==> src/rtl/tcs_pkg.sv <==
package tcs_pkg;

  // Default widths
  localparam int unsigned SAMPLE_BITS_DEF = 16;
  localparam int unsigned COUNT_BITS_DEF  = 20;

  // Q16 unity
  localparam logic [16:0] Q_ONE = 17'h10000;

  // Configuration port
  localparam int unsigned CFG_IDX_W  = 3;
  localparam int unsigned CFG_DATA_W = 20;

  localparam logic [CFG_IDX_W-1:0] REG_THRESHOLD_BASE = 3'd0;
  localparam logic [CFG_IDX_W-1:0] REG_THRESHOLD_GAIN = 3'd1;
  localparam logic [CFG_IDX_W-1:0] REG_FADE_BASE      = 3'd2;
  localparam logic [CFG_IDX_W-1:0] REG_MIN_FADE       = 3'd3;
  localparam logic [CFG_IDX_W-1:0] REG_MAX_FADE       = 3'd4;
  localparam logic [CFG_IDX_W-1:0] REG_ROUTE_MODE     = 3'd5;

  // Route modes
  localparam logic [2:0] MODE_GATE  = 3'd0;
  localparam logic [2:0] MODE_IN1   = 3'd1;
  localparam logic [2:0] MODE_IN2   = 3'd2;
  localparam logic [2:0] MODE_XFADE = 3'd3;
  localparam logic [2:0] MODE_OFF   = 3'd4;

  // Divider status
  typedef struct packed {
    logic busy;
    logic done;
  } div_status_t;

endpackage

==> src/rtl/threshold_crossfade_switch_core.sv <==
// Channel  Direction  Handshake                 Payload
// cfg      in         cfg_valid_i / cfg_ready_o cfg_index_i, cfg_data_i
// in       in         in_valid_i  / in_ready_o  control_sample_i, threshold_cv_i,
//                                               fade_offset_i, in_one_i, in_two_i
// out      out        out_valid_o / out_ready_i out_sample_o, level_one_o, level_two_o
//
// One input transfer passes the threshold multiply, threshold, compare, select and
// done steps; while a fade runs, the divide step and mix steps A to C precede done.
// The bit-serial progress divider makes COUNT_BITS + 16 quotient bits, one per cycle.
// One signed multiplier is shared by the threshold gain and the two mix terms.
// in_ready_o is high only while the sequencer is idle. The result sits in an
// output register, so the next sample is taken while it waits; a finished sample
// waits in the last step until the output register frees up.
// Reset is asynchronous, active low; cfg_ready_o is always high.
module threshold_crossfade_switch_core #(
  parameter int unsigned SAMPLE_BITS = tcs_pkg::SAMPLE_BITS_DEF,
  parameter int unsigned COUNT_BITS  = tcs_pkg::COUNT_BITS_DEF
) (
  input  logic                                clk_i,
  input  logic                                rst_ni,
  // configuration
  input  logic                                cfg_valid_i,
  output logic                                cfg_ready_o,
  input  logic [tcs_pkg::CFG_IDX_W-1:0]       cfg_index_i,
  input  logic [tcs_pkg::CFG_DATA_W-1:0]      cfg_data_i,
  // input samples
  input  logic                                in_valid_i,
  output logic                                in_ready_o,
  input  logic signed [SAMPLE_BITS-1:0]       control_sample_i,
  input  logic signed [SAMPLE_BITS-1:0]       threshold_cv_i,
  input  logic signed [20:0]                  fade_offset_i,
  input  logic signed [SAMPLE_BITS-1:0]       in_one_i,
  input  logic signed [SAMPLE_BITS-1:0]       in_two_i,
  // results
  output logic                                out_valid_o,
  input  logic                                out_ready_i,
  output logic signed [SAMPLE_BITS-1:0]       out_sample_o,
  output logic [16:0]                         level_one_o,
  output logic [16:0]                         level_two_o
);

  localparam int unsigned PROD_W = SAMPLE_BITS + 18;
  localparam int unsigned QUO_W  = COUNT_BITS + 16;

  localparam logic signed [SAMPLE_BITS-1:0] FULL = {1'b0, {(SAMPLE_BITS-1){1'b1}}};
  localparam logic signed [PROD_W:0] THR_HI =
    signed'((PROD_W+1)'((64'd1 << (SAMPLE_BITS - 1)) - 64'd1));
  localparam logic signed [PROD_W:0] THR_LO = -THR_HI;
  localparam logic [32:0] COUNT_MAX_W = (33'd1 << COUNT_BITS) - 33'd1;

  // sequencer states
  localparam logic [3:0] S_IDLE    = 4'd0;
  localparam logic [3:0] S_THR_MUL = 4'd1;
  localparam logic [3:0] S_THR     = 4'd2;
  localparam logic [3:0] S_CMP     = 4'd3;
  localparam logic [3:0] S_SEL     = 4'd4;
  localparam logic [3:0] S_DIV     = 4'd5;
  localparam logic [3:0] S_MIX_A   = 4'd6;
  localparam logic [3:0] S_MIX_B   = 4'd7;
  localparam logic [3:0] S_MIX_C   = 4'd8;
  localparam logic [3:0] S_DONE    = 4'd9;

  logic [3:0] state_q, state_d;

  // configuration registers
  logic signed [15:0] thr_base_q;
  logic signed [9:0]  thr_gain_q;
  logic [19:0]        fade_base_q;
  logic [9:0]         min_fade_q;
  logic [19:0]        max_fade_q;
  logic [2:0]         route_mode_q;

  // latched sample
  logic signed [SAMPLE_BITS-1:0] ctrl_q, cv_q, a_q, b_q;
  logic signed [20:0]            offs_q;

  // switch / fade state
  logic                  switch_on_q, switch_on_d;
  logic                  fade_active_q, fade_active_d;
  logic [COUNT_BITS-1:0] fade_count_q, fade_count_d;
  logic [COUNT_BITS-1:0] fade_length_q, fade_length_d;
  logic [16:0]           fade_start_q, fade_start_d;
  logic [16:0]           fade_progress_q, fade_progress_d;
  logic signed [SAMPLE_BITS-1:0] held_out_q, held_out_d;
  logic [16:0]           held_l1_q, held_l1_d;
  logic [16:0]           held_l2_q, held_l2_d;

  // datapath
  logic signed [SAMPLE_BITS-1:0] thr_q, thr_d;
  logic signed [PROD_W-1:0]      prod_q, prod_d;
  logic signed [PROD_W:0]        acc_q, acc_d;
  logic signed [SAMPLE_BITS-1:0] mul_a;
  logic signed [17:0]            mul_b;
  logic signed [PROD_W:0]        prod_ext;
  logic signed [PROD_W:0]        thr_sum;
  logic signed [PROD_W:0]        mix_sum;
  logic signed [21:0]            raw_len;
  logic [20:0]                   len_c;
  logic [32:0]                   len_w;
  logic                          now_on;
  logic signed [SAMPLE_BITS-1:0] new_val, old_val;
  logic [QUO_W:0]                prog_sum;

  // output register
  logic                          out_valid_q;
  logic signed [SAMPLE_BITS-1:0] out_sample_q;
  logic [16:0]                   out_l1_q, out_l2_q;
  logic                          out_load;

  // divider
  logic                 div_start;
  logic [QUO_W-1:0]     div_quo;
  tcs_pkg::div_status_t div_st;

  function automatic logic signed [SAMPLE_BITS-1:0] steady_out(
    input logic [2:0]                    mode,
    input logic                          on,
    input logic signed [SAMPLE_BITS-1:0] a,
    input logic signed [SAMPLE_BITS-1:0] b
  );
    logic signed [SAMPLE_BITS-1:0] r;
    case (mode)
      tcs_pkg::MODE_GATE: r = on ? FULL : '0;
      tcs_pkg::MODE_IN1:  r = on ? '0 : a;
      tcs_pkg::MODE_IN2:  r = on ? b : '0;
      default:            r = on ? b : a;
    endcase
    return r;
  endfunction

  assign in_ready_o  = (state_q == S_IDLE);
  assign cfg_ready_o = 1'b1;

  // Shared multiplier: threshold gain, then the two crossfade terms.
  always_comb begin
    case (state_q)
      S_MIX_A: begin
        mul_a = new_val;
        mul_b = {1'b0, fade_progress_q};
      end
      S_MIX_B: begin
        mul_a = old_val;
        mul_b = {1'b0, tcs_pkg::Q_ONE - fade_progress_q};
      end
      default: begin
        mul_a = cv_q;
        mul_b = {{8{thr_gain_q[9]}}, thr_gain_q};
      end
    endcase
  end

  assign prod_d   = mul_a * mul_b;
  assign prod_ext = {prod_q[PROD_W-1], prod_q};
  assign thr_sum  = signed'({{(PROD_W+1-16){thr_base_q[15]}}, thr_base_q}) +
                    (prod_ext >>> 8);
  assign mix_sum  = acc_q + prod_ext;

  always_comb begin
    if (thr_sum > THR_HI) begin
      thr_d = FULL;
    end else if (thr_sum < THR_LO) begin
      thr_d = -FULL;
    end else begin
      thr_d = thr_sum[SAMPLE_BITS-1:0];
    end
  end

  // Fade length: base plus offset, clamped to 0..max and to the counter range.
  assign raw_len = signed'({2'b00, fade_base_q}) + signed'({offs_q[20], offs_q});
  always_comb begin
    if (raw_len[21]) begin
      len_c = '0;
    end else if (raw_len[20:0] > {1'b0, max_fade_q}) begin
      len_c = {1'b0, max_fade_q};
    end else begin
      len_c = raw_len[20:0];
    end
    len_w = ({12'b0, len_c} > COUNT_MAX_W) ? COUNT_MAX_W : {12'b0, len_c};
  end

  assign now_on   = (ctrl_q >= thr_q);
  assign new_val  = steady_out(route_mode_q, switch_on_q, a_q, b_q);
  assign old_val  = steady_out(route_mode_q, !switch_on_q, a_q, b_q);
  assign prog_sum = {1'b0, div_quo} + {{COUNT_BITS{1'b0}}, fade_start_q};
  assign out_load = (state_q == S_DONE) && (!out_valid_q || out_ready_i);
  assign div_start = (state_q == S_SEL) && (route_mode_q < tcs_pkg::MODE_OFF) &&
                     fade_active_q && (fade_length_q != '0) && (fade_count_q != '1);

  tcs_div #(
    .DVD_W (QUO_W),
    .DVS_W (COUNT_BITS)
  ) u_div (
    .clk_i      (clk_i),
    .rst_ni     (rst_ni),
    .start_i    (div_start),
    .dividend_i ({fade_count_q, 16'b0}),
    .divisor_i  (fade_length_q),
    .quotient_o (div_quo),
    .status_o   (div_st)
  );

  // Sequencer
  always_comb begin
    state_d         = state_q;
    switch_on_d     = switch_on_q;
    fade_active_d   = fade_active_q;
    fade_count_d    = fade_count_q;
    fade_length_d   = fade_length_q;
    fade_start_d    = fade_start_q;
    fade_progress_d = fade_progress_q;
    held_out_d      = held_out_q;
    held_l1_d       = held_l1_q;
    held_l2_d       = held_l2_q;
    acc_d           = acc_q;
    case (state_q)
      S_IDLE: begin
        if (in_valid_i) begin
          state_d = S_THR_MUL;
        end
      end
      S_THR_MUL: state_d = S_THR;
      S_THR:     state_d = S_CMP;
      S_CMP: begin
        // crossing: toggle, take new length, maybe (re)start the fade
        if (now_on != switch_on_q) begin
          switch_on_d   = now_on;
          fade_length_d = len_w[COUNT_BITS-1:0];
          if (raw_len > signed'({12'b0, min_fade_q})) begin
            if (fade_active_q) begin
              fade_start_d = tcs_pkg::Q_ONE - fade_progress_q;
            end else begin
              fade_active_d = 1'b1;
              fade_start_d  = '0;
            end
            fade_count_d = '0;
          end
        end
        state_d = S_SEL;
      end
      S_SEL: begin
        if (route_mode_q >= tcs_pkg::MODE_OFF) begin
          // off: zero output, fade frozen
          held_out_d = '0;
          held_l1_d  = '0;
          held_l2_d  = '0;
          state_d    = S_DONE;
        end else if (!fade_active_q) begin
          held_out_d = new_val;
          if (route_mode_q == tcs_pkg::MODE_GATE) begin
            held_l1_d = '0;
            held_l2_d = '0;
          end else begin
            held_l1_d = switch_on_q ? 17'd0 : tcs_pkg::Q_ONE;
            held_l2_d = switch_on_q ? tcs_pkg::Q_ONE : 17'd0;
          end
          state_d = S_DONE;
        end else if (div_start) begin
          state_d = S_DIV;
        end else begin
          // zero length or saturated count: end, repeat last result
          fade_active_d   = 1'b0;
          fade_count_d    = '0;
          fade_start_d    = '0;
          fade_progress_d = '0;
          state_d         = S_DONE;
        end
      end
      S_DIV: begin
        if (div_st.done) begin
          if (prog_sum > (QUO_W+1)'(tcs_pkg::Q_ONE)) begin
            fade_active_d   = 1'b0;
            fade_count_d    = '0;
            fade_start_d    = '0;
            fade_progress_d = '0;
            state_d         = S_DONE;
          end else begin
            fade_progress_d = prog_sum[16:0];
            state_d         = S_MIX_A;
          end
        end
      end
      S_MIX_A: state_d = S_MIX_B;
      S_MIX_B: begin
        acc_d   = prod_ext + (PROD_W+1)'(32768);
        state_d = S_MIX_C;
      end
      S_MIX_C: begin
        held_out_d = mix_sum[SAMPLE_BITS+15:16];
        if (route_mode_q == tcs_pkg::MODE_GATE) begin
          held_l1_d = '0;
          held_l2_d = '0;
        end else if (switch_on_q) begin
          held_l1_d = tcs_pkg::Q_ONE - fade_progress_q;
          held_l2_d = fade_progress_q;
        end else begin
          held_l1_d = fade_progress_q;
          held_l2_d = tcs_pkg::Q_ONE - fade_progress_q;
        end
        fade_count_d = fade_count_q + COUNT_BITS'(1);
        state_d      = S_DONE;
      end
      S_DONE: begin
        if (out_load) begin
          state_d = S_IDLE;
        end
      end
      default: state_d = S_IDLE;
    endcase
  end

  // Control and state registers
  always_ff @(posedge clk_i or negedge rst_ni) begin
    if (!rst_ni) begin
      state_q         <= S_IDLE;
      thr_base_q      <= 16'sd3277;
      thr_gain_q      <= '0;
      fade_base_q     <= 20'd48;
      min_fade_q      <= 10'd49;
      max_fade_q      <= 20'd480000;
      route_mode_q    <= tcs_pkg::MODE_OFF;
      switch_on_q     <= 1'b0;
      fade_active_q   <= 1'b0;
      fade_count_q    <= '0;
      fade_length_q   <= '0;
      fade_start_q    <= '0;
      fade_progress_q <= '0;
      held_out_q      <= '0;
      held_l1_q       <= '0;
      held_l2_q       <= '0;
      out_valid_q     <= 1'b0;
    end else begin
      state_q         <= state_d;
      switch_on_q     <= switch_on_d;
      fade_active_q   <= fade_active_d;
      fade_count_q    <= fade_count_d;
      fade_length_q   <= fade_length_d;
      fade_start_q    <= fade_start_d;
      fade_progress_q <= fade_progress_d;
      held_out_q      <= held_out_d;
      held_l1_q       <= held_l1_d;
      held_l2_q       <= held_l2_d;
      if (out_load) begin
        out_valid_q <= 1'b1;
      end else if (out_ready_i) begin
        out_valid_q <= 1'b0;
      end
      if (cfg_valid_i) begin
        case (cfg_index_i)
          tcs_pkg::REG_THRESHOLD_BASE: thr_base_q   <= cfg_data_i[15:0];
          tcs_pkg::REG_THRESHOLD_GAIN: thr_gain_q   <= cfg_data_i[9:0];
          tcs_pkg::REG_FADE_BASE:      fade_base_q  <= cfg_data_i[19:0];
          tcs_pkg::REG_MIN_FADE:       min_fade_q   <= cfg_data_i[9:0];
          tcs_pkg::REG_MAX_FADE:       max_fade_q   <= cfg_data_i[19:0];
          tcs_pkg::REG_ROUTE_MODE:     route_mode_q <= cfg_data_i[2:0];
          default: ;
        endcase
      end
    end
  end

  // Payload registers
  always_ff @(posedge clk_i) begin
    if (in_valid_i && in_ready_o) begin
      ctrl_q <= control_sample_i;
      cv_q   <= threshold_cv_i;
      offs_q <= fade_offset_i;
      a_q    <= in_one_i;
      b_q    <= in_two_i;
    end
    prod_q <= prod_d;
    acc_q  <= acc_d;
    if (state_q == S_THR) begin
      thr_q <= thr_d;
    end
    if (out_load) begin
      out_sample_q <= held_out_q;
      out_l1_q     <= held_l1_q;
      out_l2_q     <= held_l2_q;
    end
  end

  assign out_valid_o  = out_valid_q;
  assign out_sample_o = out_sample_q;
  assign level_one_o  = out_l1_q;
  assign level_two_o  = out_l2_q;

  // Assertions
  a_div_only_in_div: assert property (@(posedge clk_i) disable iff (!rst_ni)
    div_st.busy |-> (state_q == S_DIV))
    else $error("divider busy outside the divide step");

  a_progress_range: assert property (@(posedge clk_i) disable iff (!rst_ni)
    fade_progress_q <= tcs_pkg::Q_ONE)
    else $error("fade progress above unity");

  a_idle_fade_clear: assert property (@(posedge clk_i) disable iff (!rst_ni)
    !fade_active_q |-> (fade_count_q == '0 && fade_start_q == '0 &&
                        fade_progress_q == '0))
    else $error("fade state left over after fade end");

  a_out_load: assert property (@(posedge clk_i) disable iff (!rst_ni)
    out_load |=> (out_valid_o && out_sample_o == $past(held_out_q)))
    else $error("result not moved to the output register");

endmodule

==> src/rtl/tcs_div.sv <==
// Restoring divider, one quotient bit per cycle.
module tcs_div #(
  parameter int unsigned DVD_W = tcs_pkg::COUNT_BITS_DEF + 16,
  parameter int unsigned DVS_W = tcs_pkg::COUNT_BITS_DEF
) (
  input  logic                       clk_i,
  input  logic                       rst_ni,
  input  logic                       start_i,
  input  logic [DVD_W-1:0]           dividend_i,
  input  logic [DVS_W-1:0]           divisor_i,
  output logic [DVD_W-1:0]           quotient_o,
  output tcs_pkg::div_status_t       status_o
);

  localparam int unsigned CNT_W = $clog2(DVD_W + 1);

  logic             busy_q, busy_d;
  logic             done_q, done_d;
  logic [CNT_W-1:0] cnt_q, cnt_d;
  logic [DVS_W:0]   rem_q, rem_d;
  logic [DVD_W-1:0] quo_q, quo_d;
  logic [DVS_W-1:0] dvs_q, dvs_d;

  logic [DVS_W:0]   rem_sh;
  logic [DVS_W+1:0] diff;

  assign rem_sh = {rem_q[DVS_W-1:0], quo_q[DVD_W-1]};
  assign diff   = {1'b0, rem_sh} - {2'b00, dvs_q};

  always_comb begin
    busy_d = busy_q;
    done_d = 1'b0;
    cnt_d  = cnt_q;
    rem_d  = rem_q;
    quo_d  = quo_q;
    dvs_d  = dvs_q;
    if (start_i) begin
      busy_d = 1'b1;
      cnt_d  = CNT_W'(DVD_W);
      rem_d  = '0;
      quo_d  = dividend_i;
      dvs_d  = divisor_i;
    end else if (busy_q) begin
      if (!diff[DVS_W+1]) begin
        rem_d = diff[DVS_W:0];
        quo_d = {quo_q[DVD_W-2:0], 1'b1};
      end else begin
        rem_d = rem_sh;
        quo_d = {quo_q[DVD_W-2:0], 1'b0};
      end
      cnt_d = cnt_q - CNT_W'(1);
      if (cnt_q == CNT_W'(1)) begin
        busy_d = 1'b0;
        done_d = 1'b1;
      end
    end
  end

  always_ff @(posedge clk_i or negedge rst_ni) begin
    if (!rst_ni) begin
      busy_q <= 1'b0;
      done_q <= 1'b0;
      cnt_q  <= '0;
    end else begin
      busy_q <= busy_d;
      done_q <= done_d;
      cnt_q  <= cnt_d;
    end
  end

  always_ff @(posedge clk_i) begin
    rem_q <= rem_d;
    quo_q <= quo_d;
    dvs_q <= dvs_d;
  end

  assign quotient_o    = quo_q;
  assign status_o.busy = busy_q;
  assign status_o.done = done_q;

endmodule

==> config.mk <==
export PLATFORM = sky130hd
export DESIGN_NAME = threshold_crossfade_switch_core
export DESIGN_NICKNAME = d
export VERILOG_FILES = /design/src/rtl/tcs_pkg.sv /design/src/rtl/threshold_crossfade_switch_core.sv /design/src/rtl/tcs_div.sv
export SDC_FILE = /design/constraint.sdc
export NUM_CORES = 2
export LEC_CHECK = 0
export ABC_AREA = 1
export ABC_CLOCK_PERIOD_IN_PS = 9400
export BUFFER_PORTS_ARGS = -buffer_cell sky130_fd_sc_hd__buf_4
export CORE_MARGIN = 8
export CORE_UTILIZATION = 50
export DETAILED_ROUTE_END_ITERATION = 10
export GPL_TIMING_DRIVEN = 0
export PLACE_DENSITY = 0.67
export SYNTH_ARGS = -nofsm -noshare
export SYNTH_HDL_FRONTEND = slang
export SYNTH_SLANG_ARGS = --single-unit
==> constraint.sdc <==
create_clock -name clk_i -period 9.4 [get_ports clk_i]
set_input_delay 0.94 -clock clk_i [delete_from_list [all_inputs] [get_ports clk_i]]
set_output_delay 0.94 -clock clk_i [all_outputs]
set_load 0.02 [all_outputs]
==> flow_summary.json <==
{
  "grt_pass1_vias": 32925,
  "antenna_found_initial": 1,
  "ys.flop_type": "edfxtp_1",
  "netlist_area_sq_um": 39700,
  "root_buffer": "clkbuf_16",
  "worstSetupEndpointType": "register",
  "grt_pass1_wl_mm": 185,
  "seq_area_sq_um": 13500,
  "nNetsFinal": 5669,
  "diodes": 0,
  "syn_area_per_cell_sq_um": 8.32,
  "dp.final_hpwl_mm": 96.3,
  "drt_iter0_drc": 2989,
  "critical-path-top-delay-family": "adder cells",
  "drive_above_1_share_pct": 8.40,
  "r2r_slack_ps": 350,
  "crit_arrival_ps": 9540,
  "clkLatencyLatePin_ps": 660,
  "crit_path_start_kind": "register",
  "crit_buf_inv": 7,
  "post_drt_wl_per_cell_um": 19.4,
  "io_pins": 166,
  "fmax_mhz": 110,
  "cp_common_cell": "fa_1",
  "final_common_cell": "nand2_1",
  "synthCells": 4776,
  "cts_buffers": 57,
  "die_y_um": 298,
  "multi_input_area_sq_um": 22600,
  "place_area_sq_um": 42500,
  "drv_cap": 0,
  "setup_violations": 0,
  "timing.final.crit_period_ps": 9050,
  "finalWirelength_mm": 119,
  "skew_ps": 69.3,
  "ctsHoldBuffers": 0,
  "synth_edf_count": 222,
  "instances_no_fill": 6111,
  "hold_viol": 0,
  "reg2reg_depth": 33,
  "cts_tree": "done",
  "drtAntennaViolNets": 0,
  "final_cell_mix": "nand2_1, inv_1, nor2_1",
  "die_area_sq_um": 88700,
  "die_x_um": 298,
  "synth_nets": 5433,
  "worstMarginPinSlew_ps": 1220,
  "port-buffer-count": 164,
  "outcome": "completed",
  "yosysWarnings": 0,
  "timing.max_slew.rel_slack_pct": 18.7,
  "area_growth_syn_to_layout_pct": 12.3,
  "p_leak_nw": 21.6,
  "coreArea_sq_um": 78900,
  "crit_type": "register to register",
  "ys_seq_area_share_pct": 34.0,
  "grt_max_degree": 96,
  "vias": 33669,
  "htree_levels": 2,
  "gp_congestion": 0.979,
  "firstDrtPassIters": 9,
  "n_fill_cell": 7295,
  "whs_ps": 178,
  "grt-ovfl-total": 0,
  "clk_pin_slew_worst_paths_ps": 60,
  "ir_drop_uv": 1550,
  "synth_cell_types": 71,
  "start_util_pct": 50.4,
  "row_count": 103,
  "post-route-period-util_pct": 96.3,
  "crit_slowest_cell": "fa_1",
  "cts.sinks": 509,
  "power_density_nw_per_um2": 398,
  "critPathRequiredTime_ps": 9890,
  "ys_seq_elements": 509,
  "critPathMaxStageDelay_ps": 580,
  "worstHoldPathType": "input port to asynchronous set/reset pin",
  "r2r_end": "prod_q[26]$_DFF_P_",
  "cts_buffer_depth": 3,
  "via_per_inst": 5.51,
  "grt_setup_unrepaired": "no",
  "finalInstanceArea_sq_um": 44600,
  "placed_cells": 6003,
  "crit_path_max_fanout": 10,
  "async_flop_share_pct": 42.6,
  "finalMaxSlewViolations": 0,
  "timing.rr.start": "route_mode_q[2]$_DFFE_PN1P_",
  "grt_usage_pct": 26.1,
  "drc": 0
}
==> what timing repair did <==
item | CTS | global route
gates resized for setup | 1 | 10
setup buffers | 0 | 0
setup endpoints to repair | 1 | 8
==> layer usage <==
metal	global-route usage, %	vias to the layer above	wire [um]
li1	-	16005	-
met4	8.76	0	4290
met1	35.4	16210	51000
met3	4.62	235	8670
met5	0	-	0
met2	42.4	1219	54600
==> report_power, final <==
group	switching (mW)	total, mW	leakage, nW	internal (mW)
sequential	0.174	2.86	5.37	2.68
combinational	8.04	12.5	15.2	4.43
clock	0.975	2.44	1.01	1.46
total	9.19	17.8	21.6	8.58
==> worst max path at each step <==
stage | to | cells past startpoint | slack [ps] | start
final | prod_q[26]$_DFF_P_ | 33 | 350 | route_mode_q[2]$_DFFE_PN1P_
after global routing | prod_q[26]$_DFF_P_ | 33 | 30 | route_mode_q[2]$_DFFE_PN1P_
after CTS | prod_q[26]$_DFF_P_ | 31 | 150 | fade_progress_q[0]$_DFFE_PN0P_
after detailed placement | prod_q[26]$_DFF_P_ | 28 | 190 | state_q[2]$_DFFE_PN0P_
after global placement | cv_q[6]$_DFFE_PP_ | 3 | -1520 | in_valid_i
after floorplan | prod_q[26]$_DFF_P_ | 27 | 1430 | state_q[2]$_DFFE_PN0P_
==> through the flow <==
| step | power, mW | utilization [%] | setup TNS (ps) | worst slack (ps) |
|---|---|---|---|---|
| after floorplan | 11.5 | - | 0 | 1430 |
| after global placement | 15.3 | 53.6 | -140080 | -1520 |
| after detailed placement | 15.3 | 53.9 | 0 | 189 |
| after CTS | 17.9 | 56.5 | 0 | 149 |
| after global routing | 19.4 | 56.6 | 0 | 27.7 |
| final | 17.8 | 56.6 | 0 | 347 |
==> area by class of cell <==
cell class                 count  share of cell area (%)
buffer                       113                    1.16
sequential                   509                    30.3
clock inverter                31                    1.07
timing repair buffer         177                    3.23
tap                         1050                    2.95
multi-input combinational   3327                    50.7
inverter                     827                    6.98
clock buffer                  77                    3.59
==> cell usage after synthesis, drive strengths merged, types with 2 or more instances <==
library cell / number / share of area (%)
o31ai: 16 / 0.43
buf: 45 / 0.65
inv: 817 / 7.7
dfstp: 20 / 1.3
and2: 4 / 0.063
edfxtp: 222 / 17
o21bai: 13 / 0.25
a21boi: 4 / 0.076
xnor2: 55 / 1.2
nand3b: 11 / 0.21
xor2: 77 / 1.7
and3: 3 / 0.047
nor3: 54 / 0.73
o21ai: 267 / 3.4
o221ai: 8 / 0.18
fa: 294 / 15
dfxtp: 70 / 3.5
a211oi: 5 / 0.095
a22oi: 22 / 0.42
o22ai: 79 / 1.2
a221oi: 7 / 0.19
a32oi: 2 / 0.044
o21a: 7 / 0.13
or2: 10 / 0.16
ha: 250 / 7.9
nor4: 18 / 0.32
a21o: 8 / 0.15
clkbuf: 68 / 0.64
clkinv: 10 / 0.11
a31oi: 27 / 0.43
nor3b: 5 / 0.095
nand4: 81 / 1.3
dfrtp: 197 / 12
a22o: 26 / 0.57
a21oi: 241 / 3.1
o211ai: 31 / 0.59
nor2: 477 / 4.6
nand2: 1046 / 10
nand3: 169 / 2.2
==> registers in the layout, indices dropped and copies added, names as in the netlist, 20 cells and up <==
signal            count
acc_q                32
fade_base_q          20
fade_count_q         20
fade_length_q        20
max_fade_q           20
offs_q               21
prod_q               34
u_div.dvs_q          20
u_div.quotient_o     36
u_div.rem_q          20
==> logic make-up after synthesis <==
kind of cell	synth area share, %
AND/OR/NAND/NOR	19.8
buffers and inverters	9.12
AO/OA/AOI/OAI	11.4
adder cells (fa/ha/maj)	22.7
flip-flops	34.0
XOR/XNOR	2.91
other	0.00944
No activity file was read; power rests on OpenSTA's default activity.
